===== src/hw/rtl/overwriting_ring_offset_lookup_assert.svh =====
// Assertion macros for the overwriting ring offset lookup block.
// Uses the clk_i and rst_ni names of the module that includes it; no other dependencies.
`ifndef OVERWRITING_RING_OFFSET_LOOKUP_ASSERT_SVH
`define OVERWRITING_RING_OFFSET_LOOKUP_ASSERT_SVH
`ifndef ASSERT_OFF
// Property checked at every clock edge outside reset.
`define ORL_ASSERT(lbl, prop, msg) \
  lbl: assert property (@(posedge clk_i) disable iff (!rst_ni) prop) else $error(msg);
// Consequent checked in the cycle after the antecedent.
`define ORL_ASSERT_NEXT(lbl, ante, cons, msg) \
  lbl: assert property (@(posedge clk_i) disable iff (!rst_ni) ante |=> cons) else $error(msg);
`else
`define ORL_ASSERT(lbl, prop, msg)
`define ORL_ASSERT_NEXT(lbl, ante, cons, msg)
`endif
`endif


===== src/hw/rtl/orl_pkg.sv =====
// Package for the overwriting ring offset lookup block: sizes, payload types,
// operation codes and the ring index helper. No dependencies.
`timescale 1ns / 1ps

package orl_pkg;

  // Ring geometry and derived widths.
  localparam int RING_DEPTH = 16;
  localparam int HANDLE_W   = 32;
  localparam int LEN_W      = 16;
  localparam int OFS_W      = 20;
  localparam int IDX_W      = $clog2(RING_DEPTH);
  localparam int CNT_W      = $clog2(RING_DEPTH + 1);
  localparam int SUM_W      = LEN_W + CNT_W;
  localparam int CMP_W      = (SUM_W > OFS_W) ? SUM_W : OFS_W;

  typedef logic [HANDLE_W-1:0] handle_t;
  typedef logic [LEN_W-1:0]    len_t;
  typedef logic [OFS_W-1:0]    offset_t;
  typedef logic [IDX_W-1:0]    idx_t;
  typedef logic [CNT_W-1:0]    cnt_t;
  typedef logic [SUM_W-1:0]    sum_t;

  // Operation codes.
  localparam logic OP_ADD  = 1'b0;
  localparam logic OP_FIND = 1'b1;

  // One ring entry as stored in memory.
  typedef struct packed {
    handle_t handle;
    len_t    len;
  } entry_t;

  // Advance a ring index with wraparound.
  function automatic idx_t next_idx(input idx_t idx);
    idx_t res;
    if (idx == idx_t'(RING_DEPTH - 1)) begin
      res = '0;
    end else begin
      res = idx + idx_t'(1);
    end
    return res;
  endfunction

endpackage


===== src/hw/rtl/overwriting_ring_offset_lookup.sv =====
// Overwriting ring of (handle, length) entries with a byte offset lookup.
// Depends on orl_pkg and overwriting_ring_offset_lookup_assert.svh.
//
//   channel | handshake               | payload
//   --------+-------------------------+-----------------------------------------------
//   in      | in_valid_i, in_stall_o  | operation, entry_handle, entry_size, byte_offset
//   out     | out_valid_o, out_stall_i| found, found_handle, found_size, byte_in_entry
//
// An add does the memory write at acceptance, then passes through the result stage.
// A find walks the entries from the oldest, reading one stored length per cycle from the
// entry memory, until the offset falls inside an entry or every stored entry is passed.
// Reset clears the indices, the full flag and the output valid flag; the memory is not cleared.
// A stall on the output holds the finished result; input is taken again once it moves to the output registers.
`timescale 1ns / 1ps

`include "overwriting_ring_offset_lookup_assert.svh"

module overwriting_ring_offset_lookup (
  input  logic             clk_i,
  input  logic             rst_ni,
  input  logic             in_valid_i,
  output logic             in_stall_o,
  input  logic             operation_i,
  input  orl_pkg::handle_t entry_handle_i,
  input  orl_pkg::len_t    entry_size_i,
  input  orl_pkg::offset_t byte_offset_i,
  output logic             out_valid_o,
  input  logic             out_stall_i,
  output logic             found_o,
  output orl_pkg::handle_t found_handle_o,
  output orl_pkg::len_t    found_size_o,
  output orl_pkg::len_t    byte_in_entry_o
);
  import orl_pkg::*;

  typedef enum logic [1:0] {
    ST_IDLE,
    ST_WALK,
    ST_RESP
  } state_e;

  state_e  state_q, state_d;
  idx_t    write_index_q, write_index_d;
  idx_t    read_index_q, read_index_d;
  logic    ring_full_q, ring_full_d;
  idx_t    idx_q, idx_d;
  cnt_t    remain_q, remain_d;
  sum_t    pos_q, pos_d;
  offset_t offset_q, offset_d;
  logic    res_found_q, res_found_d;
  handle_t res_handle_q, res_handle_d;
  len_t    res_size_q, res_size_d;
  len_t    res_byte_q, res_byte_d;
  logic    out_valid_q, out_valid_d;
  logic    out_found_q, out_found_d;
  handle_t out_handle_q, out_handle_d;
  len_t    out_size_q, out_size_d;
  len_t    out_byte_q, out_byte_d;

  entry_t  mem_q [RING_DEPTH];
  entry_t  rd_data_q;
  idx_t    rd_addr;
  logic    mem_we;

  logic    in_accept;
  logic    out_free;
  cnt_t    fill_count;
  idx_t    write_next;
  sum_t    walk_sum;
  logic    walk_hit;

  assign in_stall_o = (state_q != ST_IDLE);
  assign in_accept  = in_valid_i && !in_stall_o;
  assign out_free   = !out_valid_q || !out_stall_i;
  assign mem_we     = in_accept && (operation_i == OP_ADD);

  // Address of the next read: the oldest entry when a find starts, else the walk successor.
  assign rd_addr = (state_q == ST_IDLE) ? read_index_q : next_idx(idx_q);

  // Entry memory: one write port, one registered read port.
  always_ff @(posedge clk_i) begin
    if (mem_we) begin
      mem_q[write_index_q] <= '{handle: entry_handle_i, len: entry_size_i};
    end
    rd_data_q <= mem_q[rd_addr];
  end

  // Number of stored entries.
  always_comb begin
    if (ring_full_q) begin
      fill_count = cnt_t'(RING_DEPTH);
    end else if (write_index_q >= read_index_q) begin
      fill_count = cnt_t'(write_index_q - read_index_q);
    end else begin
      fill_count = cnt_t'(RING_DEPTH) - cnt_t'(read_index_q) + cnt_t'(write_index_q);
    end
  end

  assign write_next = next_idx(write_index_q);

  // Running end of the current entry and the hit test against the searched offset.
  assign walk_sum = pos_q + sum_t'(rd_data_q.len);
  assign walk_hit = CMP_W'(offset_q) < CMP_W'(walk_sum);

  // Next-state logic for the controller, indices and result registers.
  always_comb begin
    state_d       = state_q;
    write_index_d = write_index_q;
    read_index_d  = read_index_q;
    ring_full_d   = ring_full_q;
    idx_d         = idx_q;
    remain_d      = remain_q;
    pos_d         = pos_q;
    offset_d      = offset_q;
    res_found_d   = res_found_q;
    res_handle_d  = res_handle_q;
    res_size_d    = res_size_q;
    res_byte_d    = res_byte_q;
    out_valid_d   = out_valid_q;
    out_found_d   = out_found_q;
    out_handle_d  = out_handle_q;
    out_size_d    = out_size_q;
    out_byte_d    = out_byte_q;

    if (out_valid_q && !out_stall_i) begin
      out_valid_d = 1'b0;
    end

    case (state_q)
      ST_IDLE: begin
        if (in_accept) begin
          res_found_d  = 1'b0;
          res_handle_d = '0;
          res_size_d   = '0;
          res_byte_d   = '0;
          if (operation_i == OP_ADD) begin
            // The add that reaches the read index fills the ring; later adds drag it along.
            if (write_next == read_index_q) begin
              ring_full_d = 1'b1;
            end
            if (ring_full_d && (read_index_q == write_index_q)) begin
              read_index_d = next_idx(read_index_q);
            end
            write_index_d = write_next;
            state_d       = ST_RESP;
          end else begin
            idx_d    = read_index_q;
            remain_d = fill_count;
            pos_d    = '0;
            offset_d = byte_offset_i;
            state_d  = (fill_count == '0) ? ST_RESP : ST_WALK;
          end
        end
      end
      ST_WALK: begin
        if (walk_hit) begin
          res_found_d  = 1'b1;
          res_handle_d = rd_data_q.handle;
          res_size_d   = rd_data_q.len;
          res_byte_d   = offset_q[LEN_W-1:0] - pos_q[LEN_W-1:0];
          state_d      = ST_RESP;
        end else begin
          pos_d    = walk_sum;
          idx_d    = next_idx(idx_q);
          remain_d = remain_q - cnt_t'(1);
          if (remain_q == cnt_t'(1)) begin
            state_d = ST_RESP;
          end
        end
      end
      ST_RESP: begin
        if (out_free) begin
          out_valid_d  = 1'b1;
          out_found_d  = res_found_q;
          out_handle_d = res_handle_q;
          out_size_d   = res_size_q;
          out_byte_d   = res_byte_q;
          state_d      = ST_IDLE;
        end
      end
      default: begin
        state_d = ST_IDLE;
      end
    endcase
  end

  // State, indices and registered outputs.
  always_ff @(posedge clk_i or negedge rst_ni) begin
    if (!rst_ni) begin
      state_q       <= ST_IDLE;
      write_index_q <= '0;
      read_index_q  <= '0;
      ring_full_q   <= 1'b0;
      idx_q         <= '0;
      remain_q      <= '0;
      pos_q         <= '0;
      offset_q      <= '0;
      res_found_q   <= 1'b0;
      res_handle_q  <= '0;
      res_size_q    <= '0;
      res_byte_q    <= '0;
      out_valid_q   <= 1'b0;
      out_found_q   <= 1'b0;
      out_handle_q  <= '0;
      out_size_q    <= '0;
      out_byte_q    <= '0;
    end else begin
      state_q       <= state_d;
      write_index_q <= write_index_d;
      read_index_q  <= read_index_d;
      ring_full_q   <= ring_full_d;
      idx_q         <= idx_d;
      remain_q      <= remain_d;
      pos_q         <= pos_d;
      offset_q      <= offset_d;
      res_found_q   <= res_found_d;
      res_handle_q  <= res_handle_d;
      res_size_q    <= res_size_d;
      res_byte_q    <= res_byte_d;
      out_valid_q   <= out_valid_d;
      out_found_q   <= out_found_d;
      out_handle_q  <= out_handle_d;
      out_size_q    <= out_size_d;
      out_byte_q    <= out_byte_d;
    end
  end

  assign out_valid_o     = out_valid_q;
  assign found_o         = out_found_q;
  assign found_handle_o  = out_handle_q;
  assign found_size_o    = out_size_q;
  assign byte_in_entry_o = out_byte_q;

  // Checks on the controller and the ring indices.
  `ORL_ASSERT(a_walk_cnt, (state_q == ST_WALK) |-> (remain_q != '0), "walk with no entries")
  `ORL_ASSERT(a_full_idx, ring_full_q |-> (write_index_q == read_index_q), "split indices")
  `ORL_ASSERT(a_hit_len, res_found_q |-> (res_size_q != '0), "hit on an empty entry")
  `ORL_ASSERT_NEXT(a_add_resp, mem_we, state_q == ST_RESP, "add skipped result stage")

endmodule

===== config.mk =====
export PLATFORM = sky130hd
export DESIGN_NAME = overwriting_ring_offset_lookup
export DESIGN_NICKNAME = d
export VERILOG_FILES = /design/src/hw/rtl/orl_pkg.sv /design/src/hw/rtl/overwriting_ring_offset_lookup.sv
export VERILOG_INCLUDE_DIRS = /design/src /design/src/hw/rtl
export SDC_FILE = /design/constraint.sdc
export NUM_CORES = 1
export LEC_CHECK = 0
export ABC_CLOCK_PERIOD_IN_PS = 7500
export BUFFER_PORTS_ARGS = -buffer_cell sky130_fd_sc_hd__buf_4
export CAP_MARGIN = 10
export CORE_MARGIN = 1
export CORE_UTILIZATION = 55
export CTS_CLUSTER_SIZE = 12
export DETAILED_ROUTE_END_ITERATION = 10
export HOLD_SLACK_MARGIN = 0.03
export PLACE_DENSITY = 0.76
export SETUP_SLACK_MARGIN = 0.3
export SLEW_MARGIN = 30
export SYNTH_ARGS = -nofsm -noshare
export SYNTH_HDL_FRONTEND = slang
export SYNTH_SLANG_ARGS = --single-unit

===== constraint.sdc =====
create_clock -name clk_i -period 7.5 [get_ports clk_i]
set_clock_uncertainty 0.05 [all_clocks]
set_input_delay 0.75 -clock clk_i [delete_from_list [all_inputs] [get_ports clk_i]]
set_output_delay 0.75 -clock clk_i [all_outputs]
set_load 0.01 [all_outputs]

==> metrics.txt <==
dominant cells by area after synthesis=edfxtp_1 58%, dfrtp_1 12%, mux4_2 11%; Data required, critical path=8.01 ns; worst flop-to-flop path startpoint=pos_q[0]; largest net degree at the start of global routing=153; number of different library cells in the post-synthesis netlist=62; kind of critical path=register to register; Synth top area share=57.7%; Crit path largest cell delay=0.61 ns; FF-to-FF setup slack=1.32 ns; Vert. Die Dim=271 microns; failing checks=hold timing; gr usage total=23.4%; clock latency at the later pin of the worst-skew pair=0.64 ns; number of buffers created by CTS=101; setup-violating endpoint count in the final report=0; largest buffer count on any clock path=3; overall power of the completed layout=0.0188 W; CTS Root Cell=clkbuf_16; via/cell ratio=6.14; starting density of the core=55.8%; vias in the first global route=21200; worst slew slack as a fraction of its limit=31.0%; Final Non-Filler Cells=3362; post-DP HPWL=44400 microns; I/O pin total=140; category of the worst setup path capture point=register; commonest register cell after synthesis=edfxtp_1; RePlAce Congestion=0.850; endpoint of the most critical register-to-register path=res_size_q[9]; fraction of the cycle the final worst path needs=82.4%; via count=20600; RSZ-0062 raised after global routing=false; cells traversed along the worst timing path=ha_1 -> fa_1 -> a211oi_2 -> o211ai_2 -> a311oi_1 -> o21ai_0 -> a21boi_0 -> nor2_1 -> xnor2_1 -> ha_1 -> nand4_1 -> a2111oi_0 -> o21ai_0 -> a211o_4 -> o211ai_4 -> buf_4 -> buf_4 -> a22o_1; tightest hold margin=-0.00412 ns; Layout Area Growth over Synthesis=13.8%; Netlist Area Pre-Place=39900 sq um; residual overflow from global routing=0; port buffer count=139; Min-Delay Path Class=primary input to async pin; hold buffer count at CTS=0; highest clock rate=162 MHz; clock-pin slew on the worst setup and hold paths=0.06 ns; remaining number of nets flagged by the antenna check after routing=0; utilization of the core after routing=63.5%; routed wirelength normalized by instance count=25.4 microns; Routed Wire Length=85300 microns; maximum VDD drop=558 uV; count of endpoints failing hold in the final timing report=1; sequential fraction of design power=37.7%; Clk network pwr share=25.3%; Worst Max-Slew Pin Slew=1.03 ns; setup_tns=0 ns; syn avg cell area=18.6 sq um; run status=finished, violations left; area leader, netlist=edfxtp_1; DR iter-0 viols=1793; power density cells=414 nW/um^2; overall die area=73700 sq um; Total Nets Final=2460; MaxCap Viol Count=0; cell count after placement=3166; min Tclk post-route=6.18 ns; Net Sw Power=0.00605 W; core region area=71600 sq um; fraction of registers with async set or reset after synthesis=19.0%; TritonRoute pass-1 iters=5; part of the total power dissipated in combinational logic=37.0%; TritonCTS clock tree=done; number of sinks on the clock net=1008; arrival time of data at the critical path endpoint=6.68 ns; Post-CTS Setup Bufs=0; Switching Share=32.2%; Layout fillers=4758; highest fanout seen on the critical path=51; launching element of the worst setup path=pos_q[0]; fraction of layout cells with a size suffix above 1=25.9%; Yosys Warn Count=0; number of synthesized flops with an enable pin=768; syn_nets=2284; post-synthesis instance total=2146; initial antenna violation count=4; row count=98; width of the chip=271 microns; number of H-tree branching levels=3; number of gates given a new drive strength after cts=0; Pleak=16.2 nW; register area share after synthesis=72.2%; R2R depth=18; Crit-path slowest cell=a211o_4; CP Capture Point=res_size_q[9]; global-route wire length before repair=129000 microns; count of state elements after synthesis=1008; Worst Setup Start Kind=register; total count of max-transition violations in the final report=0; number of design rule violations left after detail routing=0; internal cell power=0.0127 W
cells by family after synthesis:
group	after synthesis	synth area share, %
adder cells (fa/ha/maj)	65	2.09
AO/OA/AOI/OAI	331	5.68
XOR/XNOR	37	0.811
flip-flops	1008	72.2
buffers and inverters	144	1.59
multiplexers	329	14.5
AND/OR/NAND/NOR	232	3.11
registers in the layout, summed over array words and instances (netlist names), 2 cells and up:
name and flops:
remain_q 5, byte_in_entry_o 16, idx_q 4, res_handle_q 32, found_handle_o 32, found_size_o 16
res_size_q 16, mem_q 768, read_index_q 4, write_index_q 4, res_byte_q 16, rd_data_q 48
state_q 2, offset_q 20, pos_q 21
layout by cell type (no fill, tap or decap), types with 48 or more instances in the layout:
cell       Yosys  final
a21oi_1       88     86
mux2i_1       50     48
nor2b_1       53     53
dfxtp_1       48     48
a211oi_1      53     53
o21ai_0       49     49
clkbuf_1      65     57
mux2_2        87     87
a22o_1        61     61
edfxtp_1     768    768
dfrtp_1      192    192
buf_4          1    165
mux4_2       192    192
ha_1          62     62
clkbuf_16      0    104
power by group through the flow:
stage	clock, W	combinational [W]	sequential, W
2_1_floorplan	0	0.00532	0.00702
5_1_grt	0.00505	0.00756	0.00713
4_1_cts	0.00484	0.00702	0.00707
3_3_place_gp	0	0.00680	0.00715
3_5_place_dp	0	0.00696	0.00717
6_report	0.00476	0.00695	0.00708
worst max-delay path: cells and delay by family (launching register included):
family	cells	cell delay, ns
buf+inv	2	0.89
compound gates	10	3.33
flops	1	0.41
simple gates	2	0.23
fa+ha+maj	3	1.01
xor+xnor	1	0.16
cells in the mapped netlist, types with 4 or more instances:
cell type	instances
a2111oi_0	4
a211oi_1	53
a21boi_0	4
a21o_1	13
a21oi_1	88
a22o_1	61
a31oi_1	11
and2_1	15
and3_1	13
buf_2	32
buf_6	7
clkbuf_1	65
dfrtp_1	192
dfxtp_1	48
edfxtp_1	768
ha_1	62
inv_1	36
mux2_2	87
mux2i_1	50
mux4_2	192
nand2_1	32
nand2b_1	5
nand3_1	41
nand3b_1	4
nand4_1	4
nor2_1	34
nor2b_1	53
nor3_1	14
o211ai_1	6
o21a_1	8
o21ai_0	49
o22ai_1	5
xnor2_1	24
xor2_1	13
metrics by stage:
stage          hold WS [ns]  instance area, sq um  setup WS, ns
6_report           -0.00412                 45400          1.32
2_1_floorplan         0.377                 39900          2.99
3_3_place_gp          0.380                 42100          1.64
4_1_cts               0.215                 45300          1.33
3_5_place_dp          0.383                 42200          1.41
5_1_grt              0.0305                 45400         0.836
layout make-up:
| cell class | count | area (sq um) | share of cell area, % |
|---|---|---|---|
| clock buffers | 177 | 3040 | 6.68 |
| multi-input cells | 994 | 10600 | 23.2 |
| well taps | 950 | 1190 | 2.62 |
| flip-flops and latches | 1008 | 28800 | 63.4 |
| diodes | 2 | 5.00 | 0.0110 |
| clock inverters | 14 | 129 | 0.284 |
| inverters | 36 | 135 | 0.297 |
| repair buffers | 181 | 1560 | 3.43 |
worst min path at each step:
stage | startpoint | endpoint | slack (ns)
global placement | rd_data_q[25] | res_handle_q[9] | 0.38
detailed placement | rd_data_q[32] | res_handle_q[16] | 0.38
CTS | rst_ni | state_q[0] | 0.21
global route | rst_ni | out_valid_o | 0.03
floorplan | rd_data_q[16] | res_handle_q[0] | 0.38
finish | rst_ni | out_valid_o | -0.004
metal layers:
layer	GRT usage [%]	routed length, microns
met1	32.2	35200
met2	38.9	42800
met3	3.76	5680
met4	6.80	1510
met5	0	26
Note: power is estimated with default switching activity, not from simulation.
